===== config.mk =====
export PLATFORM = sky130hd
export DESIGN_NAME = chunked_message_reassembler
export DESIGN_NICKNAME = d
export VERILOG_FILES = /design/src/cmr_pkg.sv /design/src/chunked_message_reassembler.sv /design/src/cmr_chunk_ram.sv /design/src/cmr_ctx.sv /design/src/cmr_drain.sv
export VERILOG_INCLUDE_DIRS = /design/src /design/src/src
export SDC_FILE = /design/constraint.sdc
export NUM_CORES = 2
export LEC_CHECK = 0
export BUFFER_PORTS_ARGS = -buffer_cell sky130_fd_sc_hd__clkbuf_2
export CORE_MARGIN = 8
export CORE_UTILIZATION = 52
export CTS_BUF_LIST = sky130_fd_sc_hd__clkbuf_16
export DETAILED_ROUTE_END_ITERATION = 10
export PLACE_DENSITY = 0.77
export SLEW_MARGIN = 20
export SYNTH_ARGS = -nofsm -noshare
export SYNTH_HDL_FRONTEND = slang
export SYNTH_HIERARCHICAL = 1
export SYNTH_SLANG_ARGS = --single-unit

===== constraint.sdc =====
create_clock -name clk_i -period 15 [get_ports clk_i]
set_clock_uncertainty 0.1 [all_clocks]
set_input_delay 4.5 -clock clk_i [delete_from_list [all_inputs] [get_ports clk_i]]
set_output_delay 4.5 -clock clk_i [all_outputs]
set_load 0.01 [all_outputs]

===== src/chunked_message_reassembler_macros.svh =====
// Assertion macros shared by the reassembler's modules.
`ifndef CHUNKED_MESSAGE_REASSEMBLER_MACROS_SVH
`define CHUNKED_MESSAGE_REASSEMBLER_MACROS_SVH

// Same-cycle implication, sampled on clk_i and disabled during reset.
`define CMR_ASSERT(lbl, ante, cons, msg) \
  lbl: assert property (@(posedge clk_i) disable iff (!rst_ni) (ante) |-> (cons)) \
    else $error(msg);

// Next-cycle implication, sampled on clk_i and disabled during reset.
`define CMR_ASSERT_NEXT(lbl, ante, cons, msg) \
  lbl: assert property (@(posedge clk_i) disable iff (!rst_ni) (ante) |=> (cons)) \
    else $error(msg);

`endif


===== src/cmr_pkg.sv =====
// Shared constants, types and state codes of the chunked message reassembler.
package cmr_pkg;

  // Fixed field layout.
  localparam int CHUNK_BYTES = 7;
  localparam int WORD_BYTES  = 7;
  localparam int HDR_BYTES   = 2;
  localparam int MAX_PAYLOAD = 240;
  localparam int SLOTS       = 2;

  localparam int CH_W     = 2;
  localparam int HDR_W    = 8;
  localparam int SEQ_W    = 7;
  localparam int LEN_W    = 8;
  localparam int WORD_W   = 8 * WORD_BYTES;
  localparam int CHUNK_W  = 8 * CHUNK_BYTES;
  localparam int CNT_W    = 3;
  localparam int OUT_CH_W = 1;

  // Buffer geometry: a channel holds at most MAX_CHUNKS whole chunks.
  localparam int BUF_LEN    = MAX_PAYLOAD + HDR_BYTES + CHUNK_BYTES;
  localparam int MAX_CHUNKS = (BUF_LEN - CHUNK_BYTES) / CHUNK_BYTES + 1;
  localparam int IDX_W      = $clog2(MAX_CHUNKS + 1);
  localparam int RAM_DEPTH  = SLOTS * MAX_CHUNKS;
  localparam int RAM_AW     = $clog2(RAM_DEPTH);
  localparam int SLOT_W     = (SLOTS > 1) ? $clog2(SLOTS) : 1;
  localparam int FILL_W     = $clog2(BUF_LEN + (1 << LEN_W) + HDR_BYTES);

  // Stream data widths, padded to whole bytes.
  localparam int IN_DATA_W  = ((HDR_W + CHUNK_W + 7) / 8) * 8;
  localparam int OUT_DATA_W = ((LEN_W + WORD_W + CNT_W + 7) / 8) * 8;

  // Buffer write request from the channel context.
  typedef struct packed {
    logic              we;
    logic [RAM_AW-1:0] addr;
  } cmr_wr_req_t;

  // Hand-over of a completed message to the drain sequencer.
  typedef struct packed {
    logic              start;
    logic [SLOT_W-1:0] slot;
    logic [LEN_W-1:0]  plen;
  } cmr_start_t;

  // Drain sequencer states.
  typedef enum logic [2:0] {
    S_IDLE,
    S_READ_LO,
    S_LOAD_LO,
    S_READ_HI,
    S_WORD
  } cmr_drain_state_e;

endpackage


===== src/chunked_message_reassembler.sv =====
// Top level of the chunked message reassembler.
//
// Input items arrive on the s_axis stream: tuser is the channel, tdata holds
// the header byte (sequence in bits 6:0, last flag in bit 7) and seven data
// bytes. Channels at or above the slot count are dropped without effect.
// Result items leave on m_axis, one per payload word of a delivered message,
// or a single item for an empty payload. deliver_enable is written on the cfg port, one bit per channel.
// Throughput: one chunk per cycle while no message is being drained. Each
// accepted chunk that passes the sequence and space checks is written to the
// chunk buffer in its accept cycle. A completing chunk of an enabled message
// with a valid length starts a drain from the single-port chunk buffer: the
// sequencer reads the first two chunks and loads the first word into the
// output register (an empty payload goes straight to the load), then reads
// one more chunk per further word. s_axis_tready is low during the drain.
// If the receiver stalls, the drain waits on the output register; the final
// word may wait there while new chunks are already accepted.
// Reset clears the channel contexts and the enable bits; buffer contents are
// left as they are and need no clearing pass.
module chunked_message_reassembler
  import cmr_pkg::*;
(
  input  logic                  clk_i,
  input  logic                  rst_ni,
  input  logic                  s_axis_tvalid,
  output logic                  s_axis_tready,
  input  logic [IN_DATA_W-1:0]  s_axis_tdata,   // header, chunk_bytes
  input  logic [CH_W-1:0]       s_axis_tuser,   // channel
  output logic                  m_axis_tvalid,
  input  logic                  m_axis_tready,
  output logic [OUT_DATA_W-1:0] m_axis_tdata,   // payload_length, payload_word, byte_count
  output logic [OUT_CH_W-1:0]   m_axis_tuser,   // out_channel
  output logic                  m_axis_tlast,
  input  logic                  cfg_valid_i,
  output logic                  cfg_ready_o,
  input  logic [SLOTS-1:0]      cfg_data_i
);

  logic [SLOTS-1:0]   enable_q;
  logic               accept;
  logic               drain_idle;
  cmr_wr_req_t        wr_req;
  cmr_start_t         start;
  logic               rd_re;
  logic [RAM_AW-1:0]  rd_addr;
  logic [RAM_AW-1:0]  ram_addr;
  logic [CHUNK_W-1:0] ram_rdata;

  // Delivery enable register.
  assign cfg_ready_o = 1'b1;

  always_ff @(posedge clk_i or negedge rst_ni) begin
    if (!rst_ni) begin
      enable_q <= '0;
    end else if (cfg_valid_i) begin
      enable_q <= cfg_data_i;
    end
  end

  // Chunks are taken only while no drain uses the buffer port.
  assign s_axis_tready = drain_idle;
  assign accept        = s_axis_tvalid & s_axis_tready;

  cmr_ctx u_ctx (
    .clk_i     (clk_i),
    .rst_ni    (rst_ni),
    .accept_i  (accept),
    .channel_i (s_axis_tuser),
    .header_i  (s_axis_tdata[HDR_W-1:0]),
    .chunk_i   (s_axis_tdata[HDR_W +: CHUNK_W]),
    .enable_i  (enable_q),
    .wr_o      (wr_req),
    .start_o   (start)
  );

  // One buffer port: writes during accept, reads during the drain.
  assign ram_addr = wr_req.we ? wr_req.addr : rd_addr;

  cmr_chunk_ram #(
    .DEPTH (RAM_DEPTH),
    .WIDTH (CHUNK_W)
  ) u_ram (
    .clk_i   (clk_i),
    .we_i    (wr_req.we),
    .re_i    (rd_re),
    .addr_i  (ram_addr),
    .wdata_i (s_axis_tdata[HDR_W +: CHUNK_W]),
    .rdata_o (ram_rdata)
  );

  cmr_drain u_drain (
    .clk_i         (clk_i),
    .rst_ni        (rst_ni),
    .start_i       (start),
    .idle_o        (drain_idle),
    .ram_re_o      (rd_re),
    .ram_addr_o    (rd_addr),
    .ram_rdata_i   (ram_rdata),
    .m_axis_tvalid (m_axis_tvalid),
    .m_axis_tready (m_axis_tready),
    .m_axis_tdata  (m_axis_tdata),
    .m_axis_tuser  (m_axis_tuser),
    .m_axis_tlast  (m_axis_tlast)
  );

`include "chunked_message_reassembler_macros.svh"

  `CMR_ASSERT(a_port_exclusive, wr_req.we, !rd_re, "buffer write and read in the same cycle")
  `CMR_ASSERT(a_start_when_idle, start.start, drain_idle, "message completed while a drain is running")
  `CMR_ASSERT_NEXT(a_start_leaves_idle, start.start, !drain_idle, "completed message did not start a drain")

endmodule


===== src/cmr_chunk_ram.sv =====
// Single-port synchronous chunk buffer with registered read data.
module cmr_chunk_ram #(
  parameter int DEPTH = 70,
  parameter int WIDTH = 56
) (
  input  logic                     clk_i,
  input  logic                     we_i,
  input  logic                     re_i,
  input  logic [$clog2(DEPTH)-1:0] addr_i,
  input  logic [WIDTH-1:0]         wdata_i,
  output logic [WIDTH-1:0]         rdata_o
);

  logic [WIDTH-1:0] mem [DEPTH];
  logic [WIDTH-1:0] rdata_q;

  // Write and read share the one address; read data holds between reads.
  always_ff @(posedge clk_i) begin
    if (we_i) begin
      mem[addr_i] <= wdata_i;
    end
    if (re_i) begin
      rdata_q <= mem[addr_i];
    end
  end

  assign rdata_o = rdata_q;

endmodule


===== src/cmr_ctx.sv =====
// Per-channel sequence tracking, overflow and length checks for each chunk.
module cmr_ctx
  import cmr_pkg::*;
(
  input  logic               clk_i,
  input  logic               rst_ni,
  input  logic               accept_i,
  input  logic [CH_W-1:0]    channel_i,
  input  logic [HDR_W-1:0]   header_i,
  input  logic [CHUNK_W-1:0] chunk_i,
  input  logic [SLOTS-1:0]   enable_i,
  output cmr_wr_req_t        wr_o,
  output cmr_start_t         start_o
);

  // Channel context: assembling flag, next expected chunk, length prefix.
  logic             asm_q     [SLOTS];
  logic [IDX_W-1:0] nseq_q    [SLOTS];
  logic [LEN_W-1:0] plen_q    [SLOTS];
  logic             plen_bad_q[SLOTS];

  logic              slot_ok;
  logic [SLOT_W-1:0] slot;
  logic [SEQ_W-1:0]  seq;
  logic              last;
  logic              restart;
  logic              asm_eff;
  logic [IDX_W-1:0]  nseq_eff;
  logic              fits;
  logic              chunk_ok;
  logic              asm_d;
  logic [IDX_W-1:0]  nseq_d;
  logic [LEN_W-1:0]  plen_d;
  logic              plen_bad_d;
  logic [LEN_W-1:0]  plen_cur;
  logic              bad_cur;
  logic [FILL_W-1:0] fill_new;
  logic              len_ok;

  // Decode the chunk and check it against the channel's context.
  always_comb begin
    slot_ok    = int'(channel_i) < SLOTS;
    slot       = SLOT_W'(channel_i);
    seq        = header_i[SEQ_W-1:0];
    last       = header_i[HDR_W-1];
    restart    = (seq == '0);
    asm_eff    = restart | asm_q[slot];
    nseq_eff   = restart ? '0 : nseq_q[slot];
    fits       = nseq_eff < IDX_W'(MAX_CHUNKS);
    chunk_ok   = accept_i & slot_ok & asm_eff & fits & (seq == SEQ_W'(nseq_eff));
    asm_d      = chunk_ok & ~last;
    nseq_d     = nseq_eff + IDX_W'(1);
    plen_d     = chunk_i[LEN_W-1:0];
    plen_bad_d = chunk_i[8*HDR_BYTES-1:0] > (8*HDR_BYTES)'(MAX_PAYLOAD);
    plen_cur   = restart ? plen_d : plen_q[slot];
    bad_cur    = restart ? plen_bad_d : plen_bad_q[slot];
    fill_new   = FILL_W'(nseq_d) * FILL_W'(CHUNK_BYTES);
    len_ok     = ~bad_cur & ((FILL_W'(plen_cur) + FILL_W'(HDR_BYTES)) <= fill_new);

    wr_o.we         = chunk_ok;
    wr_o.addr       = RAM_AW'(slot) * RAM_AW'(MAX_CHUNKS) + RAM_AW'(nseq_eff);
    start_o.start   = chunk_ok & last & len_ok & enable_i[slot];
    start_o.slot    = slot;
    start_o.plen    = plen_cur;
  end

  // Control context of the addressed channel.
  always_ff @(posedge clk_i or negedge rst_ni) begin
    if (!rst_ni) begin
      for (int s = 0; s < SLOTS; s++) begin
        asm_q[s]  <= 1'b0;
        nseq_q[s] <= '0;
      end
    end else if (accept_i && slot_ok) begin
      asm_q[slot] <= asm_d;
      if (chunk_ok) begin
        nseq_q[slot] <= nseq_d;
      end
    end
  end

  // Length prefix, captured from the first chunk of a message.
  always_ff @(posedge clk_i) begin
    if (chunk_ok && restart) begin
      plen_q[slot]     <= plen_d;
      plen_bad_q[slot] <= plen_bad_d;
    end
  end

endmodule


===== src/cmr_drain.sv =====
// Reads a completed message back from the buffer and forms payload words.
module cmr_drain
  import cmr_pkg::*;
(
  input  logic                  clk_i,
  input  logic                  rst_ni,
  input  cmr_start_t            start_i,
  output logic                  idle_o,
  output logic                  ram_re_o,
  output logic [RAM_AW-1:0]     ram_addr_o,
  input  logic [CHUNK_W-1:0]    ram_rdata_i,
  output logic                  m_axis_tvalid,
  input  logic                  m_axis_tready,
  output logic [OUT_DATA_W-1:0] m_axis_tdata,   // payload_length, payload_word, byte_count
  output logic [OUT_CH_W-1:0]   m_axis_tuser,   // out_channel
  output logic                  m_axis_tlast
);

  localparam int LO_SHIFT = 8 * HDR_BYTES;

  cmr_drain_state_e state_q, state_d;
  logic [SLOT_W-1:0] slot_q, slot_d;
  logic [LEN_W-1:0]  plen_q, plen_d;
  logic [LEN_W-1:0]  rem_q, rem_d;
  logic [IDX_W-1:0]  k_q, k_d;
  logic [CHUNK_W-1:0] lo_q, lo_d;

  logic                ovalid_q;
  logic [OUT_CH_W-1:0] o_ch_q;
  logic [LEN_W-1:0]    o_len_q;
  logic [WORD_W-1:0]   o_word_q;
  logic [CNT_W-1:0]    o_cnt_q;
  logic                o_last_q;

  logic [IDX_W-1:0]  rd_idx;
  logic              out_free;
  logic              ld;
  logic [CNT_W-1:0]  cnt;
  logic              word_last;
  logic [WORD_W-1:0] word_raw;
  logic [WORD_W-1:0] word;

  // Word assembly: the payload is offset by the length prefix, so each word
  // takes the top of one chunk and the bottom of the next.
  always_comb begin
    out_free  = ~ovalid_q | m_axis_tready;
    word_last = rem_q <= LEN_W'(WORD_BYTES);
    cnt       = word_last ? rem_q[CNT_W-1:0] : CNT_W'(WORD_BYTES);
    word_raw  = {ram_rdata_i[LO_SHIFT-1:0], lo_q[CHUNK_W-1:LO_SHIFT]};
    for (int i = 0; i < WORD_BYTES; i++) begin
      word[8*i +: 8] = (i < int'(cnt)) ? word_raw[8*i +: 8] : 8'h00;
    end
  end

  // Sequencer: next state, buffer reads and output loads.
  always_comb begin
    state_d  = state_q;
    slot_d   = slot_q;
    plen_d   = plen_q;
    rem_d    = rem_q;
    k_d      = k_q;
    lo_d     = lo_q;
    ld       = 1'b0;
    ram_re_o = 1'b0;
    rd_idx   = (state_q == S_READ_LO) ? k_q : k_q + IDX_W'(1);

    unique case (state_q)
      S_IDLE: begin
        if (start_i.start) begin
          slot_d  = start_i.slot;
          plen_d  = start_i.plen;
          rem_d   = start_i.plen;
          k_d     = '0;
          state_d = (start_i.plen == '0) ? S_WORD : S_READ_LO;
        end
      end
      S_READ_LO: begin
        ram_re_o = 1'b1;
        state_d  = S_LOAD_LO;
      end
      S_LOAD_LO: begin
        lo_d     = ram_rdata_i;
        ram_re_o = rd_idx < IDX_W'(MAX_CHUNKS);
        state_d  = S_WORD;
      end
      S_READ_HI: begin
        ram_re_o = rd_idx < IDX_W'(MAX_CHUNKS);
        state_d  = S_WORD;
      end
      S_WORD: begin
        if (out_free) begin
          ld = 1'b1;
          if (word_last) begin
            state_d = S_IDLE;
          end else begin
            lo_d    = ram_rdata_i;
            rem_d   = rem_q - LEN_W'(cnt);
            k_d     = k_q + IDX_W'(1);
            state_d = S_READ_HI;
          end
        end
      end
      default: state_d = S_IDLE;
    endcase
  end

  assign ram_addr_o = RAM_AW'(slot_q) * RAM_AW'(MAX_CHUNKS) + RAM_AW'(rd_idx);
  assign idle_o     = (state_q == S_IDLE);

  // Sequencer state register.
  always_ff @(posedge clk_i or negedge rst_ni) begin
    if (!rst_ni) begin
      state_q <= S_IDLE;
    end else begin
      state_q <= state_d;
    end
  end

  // Message registers.
  always_ff @(posedge clk_i) begin
    slot_q <= slot_d;
    plen_q <= plen_d;
    rem_q  <= rem_d;
    k_q    <= k_d;
    lo_q   <= lo_d;
  end

  // Output register valid flag.
  always_ff @(posedge clk_i or negedge rst_ni) begin
    if (!rst_ni) begin
      ovalid_q <= 1'b0;
    end else if (ld) begin
      ovalid_q <= 1'b1;
    end else if (m_axis_tready) begin
      ovalid_q <= 1'b0;
    end
  end

  // Output register payload.
  always_ff @(posedge clk_i) begin
    if (ld) begin
      o_ch_q   <= OUT_CH_W'(slot_q);
      o_len_q  <= plen_q;
      o_word_q <= word;
      o_cnt_q  <= cnt;
      o_last_q <= word_last;
    end
  end

  assign m_axis_tvalid = ovalid_q;
  assign m_axis_tdata  = OUT_DATA_W'({o_cnt_q, o_word_q, o_len_q});
  assign m_axis_tuser  = o_ch_q;
  assign m_axis_tlast  = o_last_q;

`include "chunked_message_reassembler_macros.svh"

  `CMR_ASSERT(a_hi_read_in_range, state_q == S_READ_HI, k_q < IDX_W'(MAX_CHUNKS), "drain index beyond channel buffer")
  `CMR_ASSERT(a_zero_rem_only_empty, state_q == S_WORD && rem_q == '0, plen_q == '0, "word with no bytes left in a non-empty payload")

endmodule


# [Word level (Yosys, flattened, before mapping)]
# Memory sizes are Yosys's and may differ from the RTL's. A register that Yosys moved wholly into a read port is not among the register bits.
# Index checks and enable logic that the tools add are counted.
[totals] out_inout_bits=77 ram_bits=3938 memories=3 input_bits=73 regBits=168
[mem_list] memory="u_ram.mem" words=70 word_bits=56 rd=1 rd_clocked_by_memory_dff=1 wr=1 line="cmr_chunk_ram.sv:14" source="logic [WIDTH-1:0] mem [DEPTH];"
[mem_list] memory="u_ctx.plen_q" words=2 word_bits=8 rd=1 rd_clocked_by_memory_dff=0 wr=1 line="cmr_ctx.sv:19" source="logic [LEN_W-1:0] plen_q [SLOTS];"
[mem_list] memory="u_ctx.plen_bad_q" words=2 word_bits=1 rd=1 rd_clocked_by_memory_dff=0 wr=1 line="cmr_ctx.sv:20" source="logic plen_bad_q[SLOTS];"
[op_classes] addsub=6 n_lt_le_gt_ge=16 n_reduce_logical=15 mul=3 mux=45 eq_ne=8 bitwise_logic=16
[op_table] cell="56-bit 2-to-1 mux" count=2
[op_table] cell="56-bit case mux with 2 select lines" count=1
[op_table] cell="6-bit 2-to-1 mux" count=9
[op_table] cell="8-bit 2-to-1 mux" count=4
[op_table] cell="16-bit by 8-bit greater-than comparator with 1-bit output (second input constant)" count=1
[op_table] cell="8-bit case mux with 2 select lines" count=1
[op_table] cell="1-bit 2-to-1 mux" count=15
[op_table] cell="7-bit by 6-bit adder with 7-bit output" count=2
[op_table] cell="1-bit by 6-bit multiplier with 7-bit output (second input constant)" count=2
[op_table] cell="6-bit by 1-bit adder with 6-bit output (second input constant)" count=2
[op_table] cell="12-bit bitwise mux" count=1
[op_table] cell="6-bit less-than comparator (second input constant)" count=2
[op_table] cell="3-bit 2-to-1 mux" count=4
[op_table] cell="3-bit case mux with 4 select lines" count=1
[op_table] cell="6-bit case mux with 2 select lines" count=1
[op_table] cell="1-bit AND" count=10
[op_table] cell="8-bit by 2-bit adder with 9-bit output (second input constant)" count=1
[op_table] cell="9-bit less-or-equal comparator" count=1
[op_table] cell="3-bit less-than comparator (first input constant)" count=3
[op_table] cell="6-bit by 3-bit multiplier with 9-bit output (second input constant)" count=1
[op_table] cell="8-bit by 3-bit less-or-equal comparator with 1-bit output (second input constant)" count=1
[op_table] cell="8-bit zero test" count=1
[op_table] cell="8-bit by 3-bit subtractor with 8-bit output" count=1
[op_table] cell="7-bit by 6-bit == test with 1-bit output" count=1
[op_table] cell="28 further kinds" count=41

# [Longest topological paths before layout]
[logic_depth] depth_word=13 ltp_mapped=28 mapped_depth_nobuf=24

# [Cells and area by module]
# The synthesis kept the hierarchy.
[modules_own_cells] mod="cmr_chunk_ram" cells_each=8010 area_each_um2=152264.8 instances=1
[modules_own_cells] mod="cmr_drain" cells_each=344 area_each_um2=5446.5 instances=1
[modules_own_cells] mod="cmr_ctx" cells_each=264 area_each_um2=2653.8 instances=1
[modules_own_cells] mod="chunked_message_reassembler" cells_each=15 area_each_um2=206.4 instances=1

# [Worst setup path after synthesis]
# OpenSTA, ideal clock, no wires.
[synth_timing] path_kind="input to register" start="input port s_axis_tdata[6]" end="memory u_ram.mem[27][0] (enable)" arrival_time_ns=12.239 setup_ns=0.539 path_slack_ns=2.122 cell_stages=24 n_path_buf=12 cell_sequence="nor3_2 -> and2_4 -> buf_8 -> buf_2 -> or2_2 -> inv_1 -> ha_1 -> inv_1 -> o2111ai_1 -> mux2i_1 -> nand4b_1 -> clkbuf_1 -> inv_1 -> buf_4 -> buf_6 -> mux2_4 -> buf_4 -> buf_6 -> buf_6 -> buf_4 -> buf_4 -> buf_4 -> buf_4 -> nor3_1"
[synth_via] word_cells_on_any_way=12
[synth_lines] element="from (decl)" line="chunked_message_reassembler.sv:26" source="input logic [IN_DATA_W-1:0] s_axis_tdata,"
[synth_lines] element="7-bit zero test" line="cmr_ctx.sv:46" source="restart = (seq == '0);"
[synth_lines] element="6-bit 2-to-1 mux / 1-bit bitwise OR (equally long branches)" line="cmr_ctx.sv:48, cmr_ctx.sv:47"
[synth_lines] element="6-bit less-than comparator / 1-bit AND (equally long branches)" line="cmr_ctx.sv:49, cmr_ctx.sv:50"
[synth_lines] element="1-bit AND" line="cmr_ctx.sv:50" source="chunk_ok = accept_i & slot_ok & asm_eff & fits & (seq == SEQ_W'(nseq_eff));"
[synth_lines] element="1-bit AND *" line="cmr_ctx.sv:50"
[synth_lines] element="net u_ctx.chunk_ok" line="cmr_ctx.sv:30" source="logic chunk_ok;"
[synth_lines] element="7-bit 2-to-1 mux *" line="chunked_message_reassembler.sv:76" source="assign ram_addr = wr_req.we ? wr_req.addr : rd_addr;"
[synth_lines] element="net ram_addr[2]" line="chunked_message_reassembler.sv:45" source="logic [RAM_AW-1:0] ram_addr;"
[synth_lines] element="to (decl)" line="cmr_chunk_ram.sv:14"
# The timed path passes the listed nets; every way through them passes the cells marked *.

==> out/qor.csv <==
metric,value,unit
run status,"finished, final reports clean",
Worst Path Buf+Inv,7,
insertion delay to the later sink of the worst-skew pair,1.00,ns
Initial Util,52.12,%
DRT iter0 DRCs,17638,
Int Pwr,23.67,mW
Port Buffers,143,
R2R Setup Slk,7.34,ns
vias post-DR,93352,
clock-pin slew on the worst setup and hold paths,0.06,ns
CP top delay family,compound AO/OA/AOI/OAI gates,
"Data required, critical path",15.51,ns
Worst-Margin Slew,1.291,ns
cells after synthesis,8633,
routed length per instance,35.87,µm
VDD IR max,228.8,µV
unrepaired setup endpoints after global routing,no,
switch share,38.14,%
Yosys top cell by area,edfxtp_1,
share of async-settable or async-resettable flops after synthesis,0.4824,%
worst-path fanout max,95,
pin count of the biggest net entering global routing,108,
layout cell share with drive strength beyond 1,16.55,%
worst r2r dst,u_ram/rdata_o[3]$_DFFE_PP_,
fin util,58.46,%
sequential-to-total area share from yosys stat,77.47,%
hpwl dp,261.2,mm
first-pass GRT wire length,670.9,mm
Synth area leaders,"edfxtp_1 77%, mux2i_1 5.1%, mux4_2 3.3%",
Final min period,11.53,ns
Setup TNS,0,ns
total congestion overflow,0,
synthesized flop and latch total,4146,
Worst Hold Path Cells,0,
Hold Path Class,reg -> reg,
H-tree levels,5,
# IOs,150,
setup bufs post-CTS,0,
Die Span Y,571.7,µm
crit share post-route,76.84,%
number of max-cap violations,0,
CP most frequent cell,inv_1,
Psw,14.60,mW
CTS Buffer Depth,4,
sequential share of power,35.1,%
vias in the first global route,91484,
Yosys top cell area share,77.16,%
area delta synth->final,12.16,%
worst reg2reg startpoint,u_ctx/nseq_q[1]$_DFFE_PN0P_,
Synth Area in Adders,0.2556,%
largest family of logic cells by synthesized area,multiplexers,
"top cells by count, synth","4126 x edfxtp_1, 821 x mux2i_1, 443 x a221oi_1, 362 x nor2_1, 282 x a22oi_1",
Comb pwr share,38.6,%
largest stage delay on the critical path,0.91,ns
CTS tree,yes,
crit end category,register,
critical path depth in cells,20,
Synth Area in XOR/XNOR,0.1964,%
Slew headroom,13.32,%
cell leakage power,58.61,nW
Post-CTS Hold Fix Bufs,0,
clock power share,26.3,%
routed wire length,481.0,mm
vias per cell,6.962,
core area,308100,µm²
Sink Count,4146,
Max Transition Viols Final,0,
initial antenna violation count,45,
Main synth FF type,edfxtp_1,
root buffer cell,clkbuf_16,
fmax,0.08676,GHz
"antenna viol nets, final",0,
Worst path slowest cell,a211oi_2,
Worst Hold Path EP,u_drain/lo_q[45]$_DFFE_PP_,
"count leader, synth",edfxtp_1,
hold slack,0.3208,ns
Final nets,9055,
Final Hold Viols,0,
yosys warns,6,
routability cong.,0.8865,
DIE AREA,326800,µm²
die width,571.7,µm
mux contribution to synthesized area,9.192,%
synthesized cell area,160600,µm²
Synth cell types,103,
final count of negative-setup-slack endpoints,0,
post-synthesis simple-gate area fraction,2.593,%
R2R depth,17,
post-CTS sizing,0,
CTS Buf Count,410,
crit start category,input port,
Tot GR Track Use,28.58,%
FP Rows,204,
critical path arrival,12.04,ns
drt pass-1 iters,9,
CP Class,in -> reg,
Synth Area in Compound Gates,8.116,%
Syn Area/Cell,18.60,µm²
P per Cell Area,212.5,nW/µm²
crit-path cells,"clkbuf_2, nor3_2, and2_4, or2_2, inv_1, ha_1, inv_1, o2111ai_1, mux2i_1, nand4b_1, inv_1, buf_4, mux2_8, buf_12, buf_12, mux4_2, a22oi_1, nand2_1, a211oi_2, o2111ai_1",
DR DRC count,0,
Post-synth EDFFs,4126,
Hold Path Origin,u_ram/rdata_o[45]$_DFFE_PP_,
## per-stage QoR
stage | std cells | power, mW | setup WS (ns) | cell area, µm²
after floorplan | 8637 | 22.54 | 2.122 | 160600
after global placement | 12655 | 27.36 | 2.734 | 166800
after detailed placement | 12657 | 27.60 | 2.952 | 166900
after CTS | 13386 | 37.61 | 3.977 | 180000
after global routing | 13389 | 38.95 | 3.448 | 180000
final | 13409 | 38.27 | 3.473 | 180100
## cell usage in the layout (no fill, tap or decap), drive strengths merged, types with 124 or more instances in the layout
cell and instances:
clkinv 158, nand2 221, o21ai 196, clkbuf 554
inv 124, a21oi 257, mux2i 825, a22oi 282
buf 332, a221oi 444, edfxtp 4126, mux4 234
nor2 364
## worst max path at each step
stage	start	to	slack, ns
after floorplan	s_axis_tdata[6]	u_ram/mem[27][0]$_DFFE_PP_	2.12
after global placement	s_axis_tdata[6]	u_ram/rdata_o[3]$_DFFE_PP_	2.73
after detailed placement	s_axis_tdata[6]	u_ram/rdata_o[14]$_DFFE_PP_	2.95
after CTS	s_axis_tdata[6]	u_ram/mem[21][55]$_DFFE_PP_	3.98
after global routing	s_axis_tdata[6]	u_ram/rdata_o[3]$_DFFE_PP_	3.45
final	s_axis_tdata[6]	u_ram/rdata_o[3]$_DFFE_PP_	3.47
## sequential cells by signal (all words and copies together) (netlist names), 8 cells and up
name and cells:
u_ram/mem 3920, u_drain/o_word_q 56, u_ram/rdata_o 56, u_drain/lo_q 40
u_ctx/plen_q 16, u_ctx/nseq_q 12, u_drain/o_len_q 8, u_drain/plen_q 8
u_drain/rem_q 8
## metal layers
layer	wire, µm	vias to the layer above	share of wire [%]	GRT usage (%)
li1	-	36243	-	-
met1	155300	46315	32	36.42
met2	213400	8916	44	43.53
met3	83330	1846	17	11.02
met4	28830	32	6.0	13.36
met5	196	-	0.041	0
## logic make-up (layout without fill, tap and decap cells)
group / Yosys count / after routing
flops: 4146 / 4146
fa+ha+maj: 31 / 31
mux: 1164 / 1164
other cells: 2 / 27
compound gates: 1754 / 1754
xor+xnor: 36 / 36
buf+inv: 602 / 1233
simple gates: 898 / 898
## power by group through the flow
stage	Clock, mW	Sequential [mW]	Combinational [mW]
2_1_floorplan	0	13.4	9.13
3_3_place_gp	0	13.6	13.7
3_5_place_dp	0	13.6	14.0
4_1_cts	10.1	13.4	14.1
5_1_grt	10.5	13.4	15.0
6_report	10.1	13.4	14.8
## final cells by class
class,count,area (µm²)
clock buffers,414,10360
flip-flops and latches,4146,124400
well taps,4120,5155
multi-input cells,3889,33460
repair buffers,472,3784
clock inverters,315,2749
inverters,32,135.1
diodes,21,52.55
fillers,21202,128000
(Power assumes the default switching activity.)
